$ cat src/rtl/usbp_pkg.sv
// Package for the USB host port state machine: item types, codes and helpers.
package usbp_pkg;

  // Width of the phase timer; arrival times are resized to it.
  localparam int unsigned TIME_WIDTH = 32;

  localparam int unsigned KIND_W  = 3;
  localparam int unsigned STATE_W = 3;
  localparam int unsigned CFG_W   = 16;
  localparam int unsigned CFG_IDX_W = 2;

  // Event codes
  localparam logic [KIND_W-1:0] EV_POLL       = 3'd0;
  localparam logic [KIND_W-1:0] EV_CONNECT    = 3'd1;
  localparam logic [KIND_W-1:0] EV_DISCONNECT = 3'd2;
  localparam logic [KIND_W-1:0] EV_PORT_UP    = 3'd3;
  localparam logic [KIND_W-1:0] EV_PORT_DOWN  = 3'd4;

  // Reported state codes
  localparam logic [STATE_W-1:0] PS_IDLE        = 3'd0;
  localparam logic [STATE_W-1:0] PS_DEBOUNCE    = 3'd1;
  localparam logic [STATE_W-1:0] PS_RESET       = 3'd2;
  localparam logic [STATE_W-1:0] PS_WAIT_ATTACH = 3'd3;
  localparam logic [STATE_W-1:0] PS_UP_WAIT     = 3'd4;
  localparam logic [STATE_W-1:0] PS_UP          = 3'd5;
  localparam logic [STATE_W-1:0] PS_DOWN        = 3'd6;
  localparam logic [STATE_W-1:0] PS_SETTLE      = 3'd7;

  // Configuration register indexes
  localparam logic [CFG_IDX_W-1:0] CFG_DEBOUNCE = 2'd0;
  localparam logic [CFG_IDX_W-1:0] CFG_RESET_HOLD = 2'd1;
  localparam logic [CFG_IDX_W-1:0] CFG_UP_WAIT = 2'd2;
  localparam logic [CFG_IDX_W-1:0] CFG_SETTLE = 2'd3;

  // Configuration defaults
  localparam logic [CFG_W-1:0] DEBOUNCE_DEF   = 16'd200;
  localparam logic [CFG_W-1:0] RESET_HOLD_DEF = 16'd60;
  localparam logic [CFG_W-1:0] UP_WAIT_DEF    = 16'd10;
  localparam logic [CFG_W-1:0] SETTLE_DEF     = 16'd500;

  // One-hot port state
  typedef enum logic [7:0] {
    ST_IDLE        = 8'b0000_0001,
    ST_DEBOUNCE    = 8'b0000_0010,
    ST_RESET       = 8'b0000_0100,
    ST_WAIT_ATTACH = 8'b0000_1000,
    ST_UP_WAIT     = 8'b0001_0000,
    ST_UP          = 8'b0010_0000,
    ST_DOWN        = 8'b0100_0000,
    ST_SETTLE      = 8'b1000_0000
  } state_t;

  typedef struct packed {
    logic [KIND_W-1:0] kind;
    logic [31:0]       now_ms;
    logic              port_stale;
  } in_item_t;

  typedef struct packed {
    logic [STATE_W-1:0] port_state;
    logic               assert_reset;
    logic               release_reset;
    logic               port_came_up;
    logic               port_went_down;
    logic               run_host_process;
    logic               illegal_event;
  } out_item_t;

  typedef struct packed {
    logic [CFG_W-1:0] debounce_ms;
    logic [CFG_W-1:0] reset_hold_ms;
    logic [CFG_W-1:0] up_wait_ms;
    logic [CFG_W-1:0] disconnect_settle_ms;
  } cfg_t;

  // Map the one-hot state onto the reported code
  function automatic logic [STATE_W-1:0] state_code(state_t s);
    logic [STATE_W-1:0] c;
    case (s)
      ST_IDLE:        c = PS_IDLE;
      ST_DEBOUNCE:    c = PS_DEBOUNCE;
      ST_RESET:       c = PS_RESET;
      ST_WAIT_ATTACH: c = PS_WAIT_ATTACH;
      ST_UP_WAIT:     c = PS_UP_WAIT;
      ST_UP:          c = PS_UP;
      ST_DOWN:        c = PS_DOWN;
      ST_SETTLE:      c = PS_SETTLE;
      default:        c = PS_IDLE;
    endcase
    return c;
  endfunction

endpackage

$ cat src/rtl/usb_host_port_state_machine_core.sv
// Top level of the USB host port state machine: input register, state, result register.
//
// Each accepted event item yields exactly one result item holding the new port
// state and one-item action pulses. The block takes one item per clock cycle
// while out_ready is high: an item is held in the input register, is resolved
// by the transition logic (one 32-bit subtract and compare against the delay
// of the current phase) and lands in the result register. While a result
// waits on out_ready, the input register takes one more item and then in_ready
// drops until the result leaves. Configuration writes are taken in any cycle
// (cfg_ready is always high) and should only be issued while no item is in
// flight; reset restores the default delays of 200, 60, 10 and 500 ms.
module usb_host_port_state_machine_core (
  input  logic                                clk,
  input  logic                                rst_n,
  input  logic                                in_valid,
  output logic                                in_ready,
  input  usbp_pkg::in_item_t                  in_item,
  output logic                                out_valid,
  input  logic                                out_ready,
  output usbp_pkg::out_item_t                 out_item,
  input  logic                                cfg_valid,
  output logic                                cfg_ready,
  input  logic [usbp_pkg::CFG_IDX_W-1:0]      cfg_index,
  input  logic [usbp_pkg::CFG_W-1:0]          cfg_data
);
  import usbp_pkg::*;

  cfg_t                  cfg_r;
  state_t                state_r, state_nxt;
  logic [TIME_WIDTH-1:0] phase_start_r;
  logic [TIME_WIDTH-1:0] now_t;
  logic                  phase_load;
  logic                  s1_valid_r;
  in_item_t              s1_item_r;
  logic                  out_valid_r;
  out_item_t             out_item_r;
  out_item_t             result;
  logic                  out_free, s1_adv;

  // Handshake: stage advances when the result register is free or draining
  assign out_free  = !out_valid_r || out_ready;
  assign s1_adv    = s1_valid_r && out_free;
  assign in_ready  = !s1_valid_r || s1_adv;
  assign out_valid = out_valid_r;
  assign out_item  = out_item_r;
  assign cfg_ready = 1'b1;

  // Configuration registers
  always_ff @(posedge clk) begin
    if (!rst_n) begin
      cfg_r.debounce_ms          <= DEBOUNCE_DEF;
      cfg_r.reset_hold_ms        <= RESET_HOLD_DEF;
      cfg_r.up_wait_ms           <= UP_WAIT_DEF;
      cfg_r.disconnect_settle_ms <= SETTLE_DEF;
    end else if (cfg_valid) begin
      case (cfg_index)
        CFG_DEBOUNCE:   cfg_r.debounce_ms          <= cfg_data;
        CFG_RESET_HOLD: cfg_r.reset_hold_ms        <= cfg_data;
        CFG_UP_WAIT:    cfg_r.up_wait_ms           <= cfg_data;
        CFG_SETTLE:     cfg_r.disconnect_settle_ms <= cfg_data;
        default: ;
      endcase
    end
  end

  // Input register
  always_ff @(posedge clk) begin
    if (!rst_n) begin
      s1_valid_r <= 1'b0;
    end else if (in_ready) begin
      s1_valid_r <= in_valid;
    end
  end

  always_ff @(posedge clk) begin
    if (in_ready && in_valid) s1_item_r <= in_item;
  end

  // Transition logic
  usbp_fsm u_fsm (
    .state       (state_r),
    .phase_start (phase_start_r),
    .cfg         (cfg_r),
    .item        (s1_item_r),
    .state_nxt   (state_nxt),
    .phase_load  (phase_load),
    .now_t       (now_t),
    .result      (result)
  );

  // Port state and phase timer
  always_ff @(posedge clk) begin
    if (!rst_n) begin
      state_r       <= ST_IDLE;
      phase_start_r <= '0;
    end else if (s1_adv) begin
      state_r <= state_nxt;
      if (phase_load) phase_start_r <= now_t;
    end
  end

  // Result register
  always_ff @(posedge clk) begin
    if (!rst_n) begin
      out_valid_r <= 1'b0;
    end else if (out_free) begin
      out_valid_r <= s1_valid_r;
    end
  end

  always_ff @(posedge clk) begin
    if (s1_adv) out_item_r <= result;
  end

endmodule

$ cat src/rtl/usbp_fsm.sv
// Transition logic of the port state machine: next state, timer load, result item.
module usbp_fsm (
  input  usbp_pkg::state_t                     state,
  input  logic [usbp_pkg::TIME_WIDTH-1:0]      phase_start,
  input  usbp_pkg::cfg_t                       cfg,
  input  usbp_pkg::in_item_t                   item,
  output usbp_pkg::state_t                     state_nxt,
  output logic                                 phase_load,
  output logic [usbp_pkg::TIME_WIDTH-1:0]      now_t,
  output usbp_pkg::out_item_t                  result
);
  import usbp_pkg::*;

  logic [TIME_WIDTH-1:0] elapsed;
  logic [CFG_W-1:0]      delay;
  logic                  over;
  logic                  is_poll, is_conn, is_disc, is_up, is_down;
  logic                  a_rst, r_rst, came_up, went_down, run, bad;

  assign now_t = TIME_WIDTH'(item.now_ms);

  // Single elapsed-time compare, delay picked by state
  always_comb begin
    case (state)
      ST_DEBOUNCE: delay = cfg.debounce_ms;
      ST_RESET:    delay = cfg.reset_hold_ms;
      ST_UP_WAIT:  delay = cfg.up_wait_ms;
      default:     delay = cfg.disconnect_settle_ms;
    endcase
  end

  assign elapsed = now_t - phase_start;
  assign over    = elapsed > TIME_WIDTH'(delay);

  assign is_poll = item.kind == EV_POLL;
  assign is_conn = item.kind == EV_CONNECT;
  assign is_disc = item.kind == EV_DISCONNECT;
  assign is_up   = item.kind == EV_PORT_UP;
  assign is_down = item.kind == EV_PORT_DOWN;

  // State transitions
  always_comb begin
    state_nxt  = state;
    phase_load = 1'b0;
    a_rst      = 1'b0;
    r_rst      = 1'b0;
    came_up    = 1'b0;
    went_down  = 1'b0;
    run        = 1'b0;
    bad        = 1'b0;
    case (state)
      ST_IDLE: begin
        if (is_conn) begin
          state_nxt  = ST_DEBOUNCE;
          phase_load = 1'b1;
        end else if (!is_poll) begin
          bad = 1'b1;
        end
      end
      ST_DEBOUNCE: begin
        if (is_poll) begin
          if (over) begin
            state_nxt  = ST_RESET;
            phase_load = 1'b1;
            a_rst      = 1'b1;
          end
        end else if (is_disc) begin
          state_nxt = ST_IDLE;
        end else begin
          bad = 1'b1;
        end
      end
      ST_RESET: begin
        if (is_poll) begin
          if (over) begin
            state_nxt  = ST_WAIT_ATTACH;
            phase_load = 1'b1;
            r_rst      = 1'b1;
          end
        end else if (is_disc) begin
          state_nxt = ST_IDLE;
        end else begin
          bad = 1'b1;
        end
      end
      ST_WAIT_ATTACH: begin
        if (is_up) begin
          state_nxt  = ST_UP_WAIT;
          phase_load = 1'b1;
        end else if (is_disc) begin
          state_nxt = ST_IDLE;
        end else if (!is_poll) begin
          bad = 1'b1;
        end
      end
      ST_UP_WAIT: begin
        if (is_poll) begin
          if (over) begin
            state_nxt = ST_UP;
            came_up   = 1'b1;
          end
        end else if (is_down) begin
          // pipes never opened, so no teardown
          state_nxt = ST_DOWN;
        end else begin
          bad = 1'b1;
        end
      end
      ST_UP: begin
        if (is_poll) begin
          run = 1'b1;
        end else if (is_down) begin
          state_nxt = ST_DOWN;
          went_down = 1'b1;
        end else if (!is_conn) begin
          bad = 1'b1;
        end
      end
      ST_DOWN: begin
        if (is_poll) begin
          // stale port: go back through bus reset
          if (item.port_stale) begin
            state_nxt  = ST_RESET;
            phase_load = 1'b1;
            a_rst      = 1'b1;
          end
        end else if (is_disc) begin
          state_nxt  = ST_SETTLE;
          phase_load = 1'b1;
        end else begin
          bad = 1'b1;
        end
      end
      ST_SETTLE: begin
        if (is_poll) begin
          if (over) state_nxt = ST_IDLE;
        end else if (is_conn) begin
          // reconnect restarts debounce
          state_nxt  = ST_DEBOUNCE;
          phase_load = 1'b1;
        end else if (!is_disc) begin
          bad = 1'b1;
        end
      end
      default: begin
        state_nxt = ST_IDLE;
      end
    endcase
  end

  assign result.port_state       = state_code(state_nxt);
  assign result.assert_reset     = a_rst;
  assign result.release_reset    = r_rst;
  assign result.port_came_up     = came_up;
  assign result.port_went_down   = went_down;
  assign result.run_host_process = run;
  assign result.illegal_event    = bad;

endmodule

$ cat config.mk
export PLATFORM = sky130hd
export DESIGN_NAME = usb_host_port_state_machine_core
export DESIGN_NICKNAME = d
export VERILOG_FILES = /design/src/rtl/usbp_pkg.sv /design/src/rtl/usb_host_port_state_machine_core.sv /design/src/rtl/usbp_fsm.sv
export SDC_FILE = /design/constraint.sdc
export NUM_CORES = 1
export LEC_CHECK = 0
export ABC_AREA = 0
export BUFFER_PORTS_ARGS = -buffer_cell sky130_fd_sc_hd__clkbuf_2
export CORE_MARGIN = 1
export CORE_UTILIZATION = 61
export DETAILED_ROUTE_END_ITERATION = 6
export PLACE_DENSITY = 0.88
export SLEW_MARGIN = 30
export SYNTH_ARGS = -nofsm -noshare
export SYNTH_HDL_FRONTEND = slang
export SYNTH_SLANG_ARGS = --single-unit
$ cat constraint.sdc
create_clock -name clk -period 7.12 [get_ports clk]
set_clock_uncertainty 0.05 [all_clocks]
set_input_delay 0.712 -clock clk [delete_from_list [all_inputs] [get_ports clk]]
set_output_delay 0.712 -clock clk [all_outputs]
set_load 0.01 [all_outputs]
# After elaboration in Yosys (flattened, before gate mapping)
# Cells that the tools add are included.
# totals
out_inout_bits	12
regBits	151
word_cells	105
# classes
muxes	46
n_lt_le_gt_ge	1
bitwise_logic	1
n_addsub	1
eq_ne	22
reduce_logical	16
# ops
op	n
2-to-1 mux 8 bit	16
one-hot mux 8 bit (8 select lines)	1
one-hot mux 16 bit (3 select lines)	1
greater-than comparator 32 x 16 -> 1 bit	1
subtractor 32 bit	1
2-to-1 mux 1 bit	24
one-hot mux 3 bit (7 select lines)	1
== test 8 x 2 -> 1 bit, second input constant	2
== test 8 x 3 -> 1 bit, second input constant	2
== test 8 x 4 -> 1 bit, second input constant	2
== test 8 x 5 -> 1 bit, second input constant	2
== test 8 x 6 -> 1 bit, second input constant	2
== test 8 x 7 -> 1 bit, second input constant	2
== test 8 bit, second input constant	2
AND reduction 2 bit	5
== test 8 x 1 -> 1 bit, second input constant	1
== test 3 x 2 -> 1 bit, second input constant	2
one-hot mux 1 bit (6 select lines)	1
one-hot mux 1 bit (5 select lines)	1
== test 2 bit, second input constant	2
OR reduction 2 bit	2
== test 3 x 1 -> 1 bit, second input constant	1
== test 3 bit, second input constant	1
logical NOT 3 bit	1
8 further kinds	11

# Logic depth before layout (Yosys ltp)
# Gate-level depths: netlist of run 1.
# logic_depth
word_depth	8
mapped_depth	25

# Hierarchy
# Synthesis of run 1 repeated with hierarchy kept, for this count alone.
# hier_totals
hier_cells	1086
hier_area_um2	9306.4
# by_module_without_submodules
module	area_per_inst_um2	cells_each	instances
usb_host_port_state_machine_core	5257.5	472	1
usbp_fsm	4048.9	614	1

# Least setup slack after synthesis of run 1
# OpenSTA, ideal clock, no wires.
# synth_timing
kind	register to register
from	register state_r[6]
to	register out_item_r (netlist bit out_item[6]), data pin
arrival_time_ps	5110
path_stages_with_launch	21
setup_time_ps	272
path_slack_ps	1688
n_path_buf	3
path_cell_list	dfxtp_1 > clkbuf_1 > nor4_1 > nand2_1 > nor3b_1 > or2_2 > clkbuf_1 > clkbuf_1 > o21ai_0 > nand2_1 > o21ai_0 > ha_1 > nand4_1 > or4_1 > a211o_1 > a2111oi_2 > o2111ai_1 > nor4_1 > mux2i_1 > a22oi_1 > or4_1
# synth_rtl
item	line_no	text
from (decl)	usb_host_port_state_machine_core.sv:29	state_t state_r, state_nxt;
from (signal assigned)	usb_host_port_state_machine_core.sv:97	state_r <= state_nxt;
to (signal assigned)	usb_host_port_state_machine_core.sv:112	if (s1_adv) out_item_r <= result;
to (decl)	usb_host_port_state_machine_core.sv:36	out_item_t out_item_r;

==> results of run 1 <==
## per-layer routing
metal / global-route usage, % / vias up / routed length, microns
li1: - / 3764 / -
met1: 37.28 / 3576 / 9095
met2: 47.14 / 305 / 9773
met3: 6.414 / 61 / 1454
met4: 12.89 / 0 / 627
met5: 0 / - / 0
## final cells by class
type	count	area share [%]
Sequential cell	151	35.64
Tap cell	180	2.311
Clock inverter	13	1.374
Inverter	41	1.579
Clock buffer	18	4.622
Multi-Input combinational cell	787	50.37
Timing Repair Buffer	76	4.108
## sequential cells by signal, indices dropped and copies added, names as in the netlist
register / cells
cfg_r: 64
out_item: 9
out_valid: 1
phase_start_r: 32
s1_item_r: 36
s1_valid_r: 1
state_r: 8
## per-stage QoR
| stage | power (uW) | hold WS [ns] | area (sq um) |
|---|---|---|---|
| 2_1_floorplan | 1163 | 0.3847 | 8790 |
| 3_3_place_gp | 1236 | 0.3915 | 9156 |
| 3_5_place_dp | 1243 | 0.3986 | 9161 |
| 4_1_cts | 2137 | 0.3821 | 9746 |
| 5_1_grt | 2215 | 0.3731 | 9746 |
| 6_report | 2138 | 0.3834 | 9746 |
## logic make-up (layout without fill, tap and decap cells)
kind of cell,after synthesis,after routing,share of synthesized area [%]
AOI/OAI and AO/OA,268,268,21.44
and+or+nand+nor,411,411,20.77
other,1,1,0.04266
adders and majority gates,48,48,6.918
muxes,37,37,4.242
xor gates and xnor gates,22,22,2.192
DFF,151,151,39.52
buffers and inverters,104,148,4.883
## synthesized netlist by cell type (3+ instances only)
library cell | instances | area [sq um]
nand4_1 | 15 | 93.84
o2111ai_1 | 3 | 26.28
nor2b_1 | 11 | 68.82
a21boi_0 | 57 | 427.9
a2bb2oi_1 | 3 | 26.28
or4_1 | 3 | 22.52
a21o_1 | 13 | 97.59
a22oi_1 | 8 | 60.06
a222oi_1 | 9 | 90.09
a211oi_1 | 4 | 30.03
o21ai_0 | 42 | 210.2
clkbuf_1 | 54 | 202.7
dfxtp_1 | 106 | 2122
nor2_1 | 40 | 150.1
nor3b_1 | 6 | 45.04
nor3_1 | 9 | 45.04
o211ai_1 | 9 | 67.56
xor2_1 | 6 | 52.55
buf_2 | 4 | 20.02
nor4_1 | 3 | 18.77
a21oi_1 | 55 | 275.3
o22ai_1 | 5 | 31.28
nand3b_1 | 4 | 30.03
o221ai_1 | 4 | 35.03
a221oi_1 | 3 | 26.28
nand2b_1 | 8 | 50.05
nand3_1 | 23 | 115.1
or2_2 | 4 | 25.02
nand2_1 | 262 | 983.4
ha_1 | 47 | 588.1
edfxtp_1 | 45 | 1351
a2111oi_2 | 3 | 45.04
o211a_1 | 4 | 40.04
inv_1 | 41 | 153.9
o21bai_1 | 6 | 45.04
buf_6 | 4 | 45.04
xnor2_1 | 16 | 140.1
o31ai_1 | 5 | 37.54
mux2i_1 | 35 | 350.3
a31oi_1 | 5 | 31.28
or3_1 | 8 | 50.05
o21a_1 | 13 | 97.59
nand4b_1 | 3 | 26.28
## where the power goes
part | total, uW | switching, uW | internal, uW | leakage, uW
clock network | 906 | 396 | 510 | 0.000291
registers | 946 | 24.8 | 921 | 0.00130
logic | 286 | 172 | 114 | 0.00212
total | 2140 | 593 | 1540 | 0.00371
## critical path, delay by kind of cell (launching register included)
kind / cells / cell delay, ns
AND/OR/NAND/NOR: 10 / 3.17
AO/OA/AOI/OAI: 6 / 1.45
multiplexers: 1 / 0.41
flip-flops: 1 / 0.38
buffers and inverters: 1 / 0.28
adder cells (fa/ha/maj): 1 / 0.19
## worst paths after layout
check	to	cells after the start	slack (ns)
setup reg to reg	out_item[8]	19	0.98
setup / recovery	out_item[8]	19	0.98
hold reg to reg	phase_start_r[4]	2	0.41
hold / removal	s1_item_r[30]	1	0.38
==> out/results.tsv, run 1 <==
metric	value	unit
Initial Util	62.84	%
Slew Viols, Final	0	
Mapped Area	0.008790	sq mm
I/O Buffers	69	
Clock Path Buffers	2	
setup slack after layout	0.9818	ns
H-tree depth	4	
Setup Viol. Count Final	0	
diodes inserted	0	
predominant post-synthesis flop cell	dfxtp_1	
Post-CTS Setup Inserts	0	
CP max stage delay	0.64	ns
Reg area	0.003473	sq mm
CTS tree	done	
CTS root buf	clkbuf_16	
fin crit share	86.21	%
Via density	6.087	
via count	7706	
Wirelength per Cell	16.55	microns
CP endpoint kind	flip-flop	
RSZ-0062 raised after global routing	false	
Sink Count	151	
vias in the first global route	7055	
Fmax	162.9	MHz
area delta synth->final	10.88	%
Critical Path RT	7.32	ns
core area	0.01399	sq mm
CP max FO	21	
drt pass-1 iters	7	
DR iter-0 viols	847	
Syn Area/Cell	8.435	sq um
WS Path Type	flip-flop to flip-flop	
Hold Crit Start	in_item[30]	
Slew HR	43.56	%
RD Place Congestion	0.9743	
layout cell share with drive strength beyond 1	12.25	%
Pwr per Cell Area	219.3	mW/mm^2
Critical Path Start	state_r[6]	
worst min path class	input pin to flip-flop	
count of warnings emitted by yosys	0	
syn nets	1149	
Yosys cell types	71	
Max VDD drop	0.1737	mV
Slew @ Worst Pin	0.8465	ns
total CTS buffers	17	
hold_buf cts	0	
RR Startpoint	state_r[6]	
Clk pin slew, worst setup/hold paths	0.07	ns
leak pwr	0.003711	uW
commonest cells after routing, fill and taps aside	nand2_1 (262), dfxtp_1 (106), clkbuf_2 (68), a21boi_0 (57), a21oi_1 (55)	
placed cell count	1235	
worst endpoint data arrival time	6.34	ns
Total Routing Usage GR	29.19	%
Post-CTS Resized	0	
commonest non-fill, non-tap cell in the layout	nand2_1	
Die X	122.0	microns
type of origin of the critical path	flip-flop	
Layout Utilization	69.67	%
ys async rst share	0	%
dpl hpwl	14430	microns
max-cap violation count	0	
Die Area	0.01489	sq mm
Detail Route Antenna Nets	0	
Cells after Synth	1042	
Cell Count, Final, Fillers Out	1266	
drc violations	0	
Worst path slowest cell	nor4_1	
Multi-input gate area	0.004908	sq mm
first-pass GRT wire length	33800	microns
Post-synth EDFFs	45	
initial antenna violation count	0	
row count	43	
io pins	71	
largest net degree at the start of global routing	88	
sequential share of the synthesized area	39.52	%
grt ovf	0	
clock latency on the worst-skew pair	0.45	ns
crit-path cells	nor4_1 > nand2_1 > nor3b_2 > buf_4 > or2_2 > nor2_1 > a221oi_1 > nand2_1 > o31ai_1 > ha_1 > nand4_1 > or4_1 > a211o_1 > a2111oi_2 > o2111ai_1 > nor4_1 > mux2_2 > o21ai_0 > nor4b_1	
DP Worst Slack	1.142	ns
Nets	1181	
Yosys reg bits	151	
Final Critical Period	6.138	ns
Final Hold Violating Endpoints	0	
# fillers	1111	
Die Y	122.0	microns
final WL	20950	microns
setup tns final	0	ns
outcome	complete, no violations	
No activity file was read; power rests on OpenSTA's default activity.
==> inputs of run 2 (changes only) <==
CORE_UTILIZATION = 60   (was 61)
PLACE_DENSITY = 0.87   (was 0.88)
==> run 2 against run 1 <==
- die area is 1.6% higher
- clock power hardly changed
- global-route usage grew 1.0 points
- worst hold slack gained 0.013 ns
- via count increased by 0.62%
- largest cell class unchanged
- combinational power hardly changed
- largest power group unchanged
==> out/results.tsv, run 2 (synthesized netlist as in run 1, its figures left out) <==
metric	value	unit	change
type of origin of the critical path	flip-flop		
first-pass GRT wire length	35360	microns	+4.6%
DP Worst Slack	1.068	ns	-0.07429 ns
fin crit share	86.84	%	+0.63 points
Post-CTS Resized	0		unchanged
Slew Viols, Final	0		unchanged
CP max FO	21		unchanged
grt ovf	0		unchanged
dpl hpwl	15020	microns	+4.1%
CP endpoint kind	flip-flop		
largest net degree at the start of global routing	99		+13%
Slew HR	41.76	%	-1.8 points
clock latency on the worst-skew pair	0.44	ns	about the same
CTS root buf	clkbuf_16		
diodes inserted	0		unchanged
Via density	6.115		+0.46%
Critical Path RT	7.31	ns	about the same
leak pwr	0.003714	uW	about the same
Regs by FF count	cfg_r (64), s1_item_r (36), phase_start_r (32)		
M2 GR Usage	48.84	%	+1.7 points
WHS	0.3968	ns	+0.01340 ns
Biggest register	cfg_r		
Detail Route Antenna Nets	0		unchanged
Slew @ Worst Pin	0.8737	ns	+0.02712 ns
Die X	123.0	microns	+0.82%
vias in the first global route	7286		+3.3%
hold_buf cts	0		unchanged
Wirelength per Cell	17.15	microns	+3.7%
Sink Count	151		unchanged
initial antenna violation count	0		unchanged
max reg flops	64		unchanged
WS Path Type	flip-flop to flip-flop		
layout cell share with drive strength beyond 1	12.22	%	-0.023 points
RSZ-0062 raised after global routing	false		
total power	2143	uW	+0.27%
Nets	1182		+0.085%
drt pass-1 iters	7		unchanged
total CTS buffers	17		unchanged
Setup Viol. Count Final	0		unchanged
outcome	complete, no violations		
Total Routing Usage GR	30.24	%	+1.0 points
RD Place Congestion	0.9745		about the same
commonest non-fill, non-tap cell in the layout	nand2_1		
worst endpoint data arrival time	6.37	ns	+0.03 ns
Pwr per Cell Area	219.4	mW/mm^2	about the same
Clk pin slew, worst setup/hold paths	0.07	ns	about the same
Post-CTS Setup Inserts	0		unchanged
Final Critical Period	6.183	ns	+0.04472 ns
Initial Util	62.36	%	-0.48 points
row count	43		unchanged
grt met3 use	6.042	%	-0.37 points
Fmax	161.7	MHz	-0.72%
most used routing layer	met2		
Final Hold Violating Endpoints	0		unchanged
core area	0.01410	sq mm	+0.77%
drc violations	0		unchanged
Die Y	123.0	microns	+0.82%
Clock Path Buffers	2		unchanged
setup slack after layout	0.9370	ns	-0.04472 ns
via count	7754		+0.62%
Die Area	0.01514	sq mm	+1.6%
I/O Buffers	69		unchanged
DR iter-0 viols	907		+7.1%
max-cap violation count	0		unchanged
setup tns final	0	ns	unchanged
GR Layer Usage met1	39.02	%	+1.7 points
H-tree depth	4		unchanged
final WL	21750	microns	+3.8%
io pins	71		unchanged
CTS tree	done		
commonest cells after routing, fill and taps aside	nand2_1 (262), dfxtp_1 (106), clkbuf_2 (68), a21boi_0 (57), a21oi_1 (55)		
area delta synth->final	11.15	%	
Max VDD drop	0.2627	mV	+51%
worst min path class	input pin to flip-flop		
[run 2: routing by layer]
metal | share of wire, % | wire length, microns
met2 | 47 | 10200
met5 | 0 | 0
met4 | 3.0 | 646
met1 | 43 | 9428
met3 | 6.8 | 1476
[run 2: critical path: stages, from the launching register on]
cell and delay [ns]:
dfxtp_1 0.39, nor4_1 0.55, nand2_1 0.19, nor3b_2 0.18, buf_4 0.28, or2_2 0.34
nor2_1 0.23, a221oi_1 0.25, nand2_1 0.08, o31ai_1 0.08, ha_1 0.18, nand4_1 0.15
or4_1 0.52, a211o_1 0.34, a2111oi_2 0.28, o2111ai_1 0.19, nor4_1 0.66, mux2_2 0.40
o21ai_0 0.35, nor4b_1 0.31
[run 2: worst paths after layout]
kind                                  startpoint               end  slack [ns]  cells past startpoint
worst max-delay path                  state_r[6]       out_item[8]        0.94                     19
worst min register to register  phase_start_r[6]  phase_start_r[6]        0.41                      2
worst min-delay path                 in_item[29]     s1_item_r[29]        0.40                      1
worst max register to register        state_r[6]       out_item[8]        0.94                     19
[run 2: cell type report]
| cell class | count | area (sq um) |
|---|---|---|
| clock inverter | 14 | 152.6 |
| tap | 180 | 225.2 |
| fill | 1092 | 4327 |
| timing repair buffer | 77 | 427.9 |
| sequential | 151 | 3473 |
| clock buffer | 18 | 429.2 |
| multi-input combinational | 787 | 4907 |
| inverter | 41 | 153.9 |
[run 2: report_power, final]
part / internal (uW) / total [uW] / leakage, uW / switching (uW)
Combinational: 115 / 289 / 0.00213 / 174
Clock: 497 / 908 / 0.000285 / 411
Sequential: 920 / 946 / 0.00130 / 25.7
[run 2: per-stage QoR]
step	utilization (%)	cell area [sq um]	std cells
CTS	69.31	9769	1268
global placement	64.95	9155	1235
floorplan	-	8790	1042
detailed placement	65.18	9188	1236
global route	69.31	9769	1268
finish	69.31	9769	1268
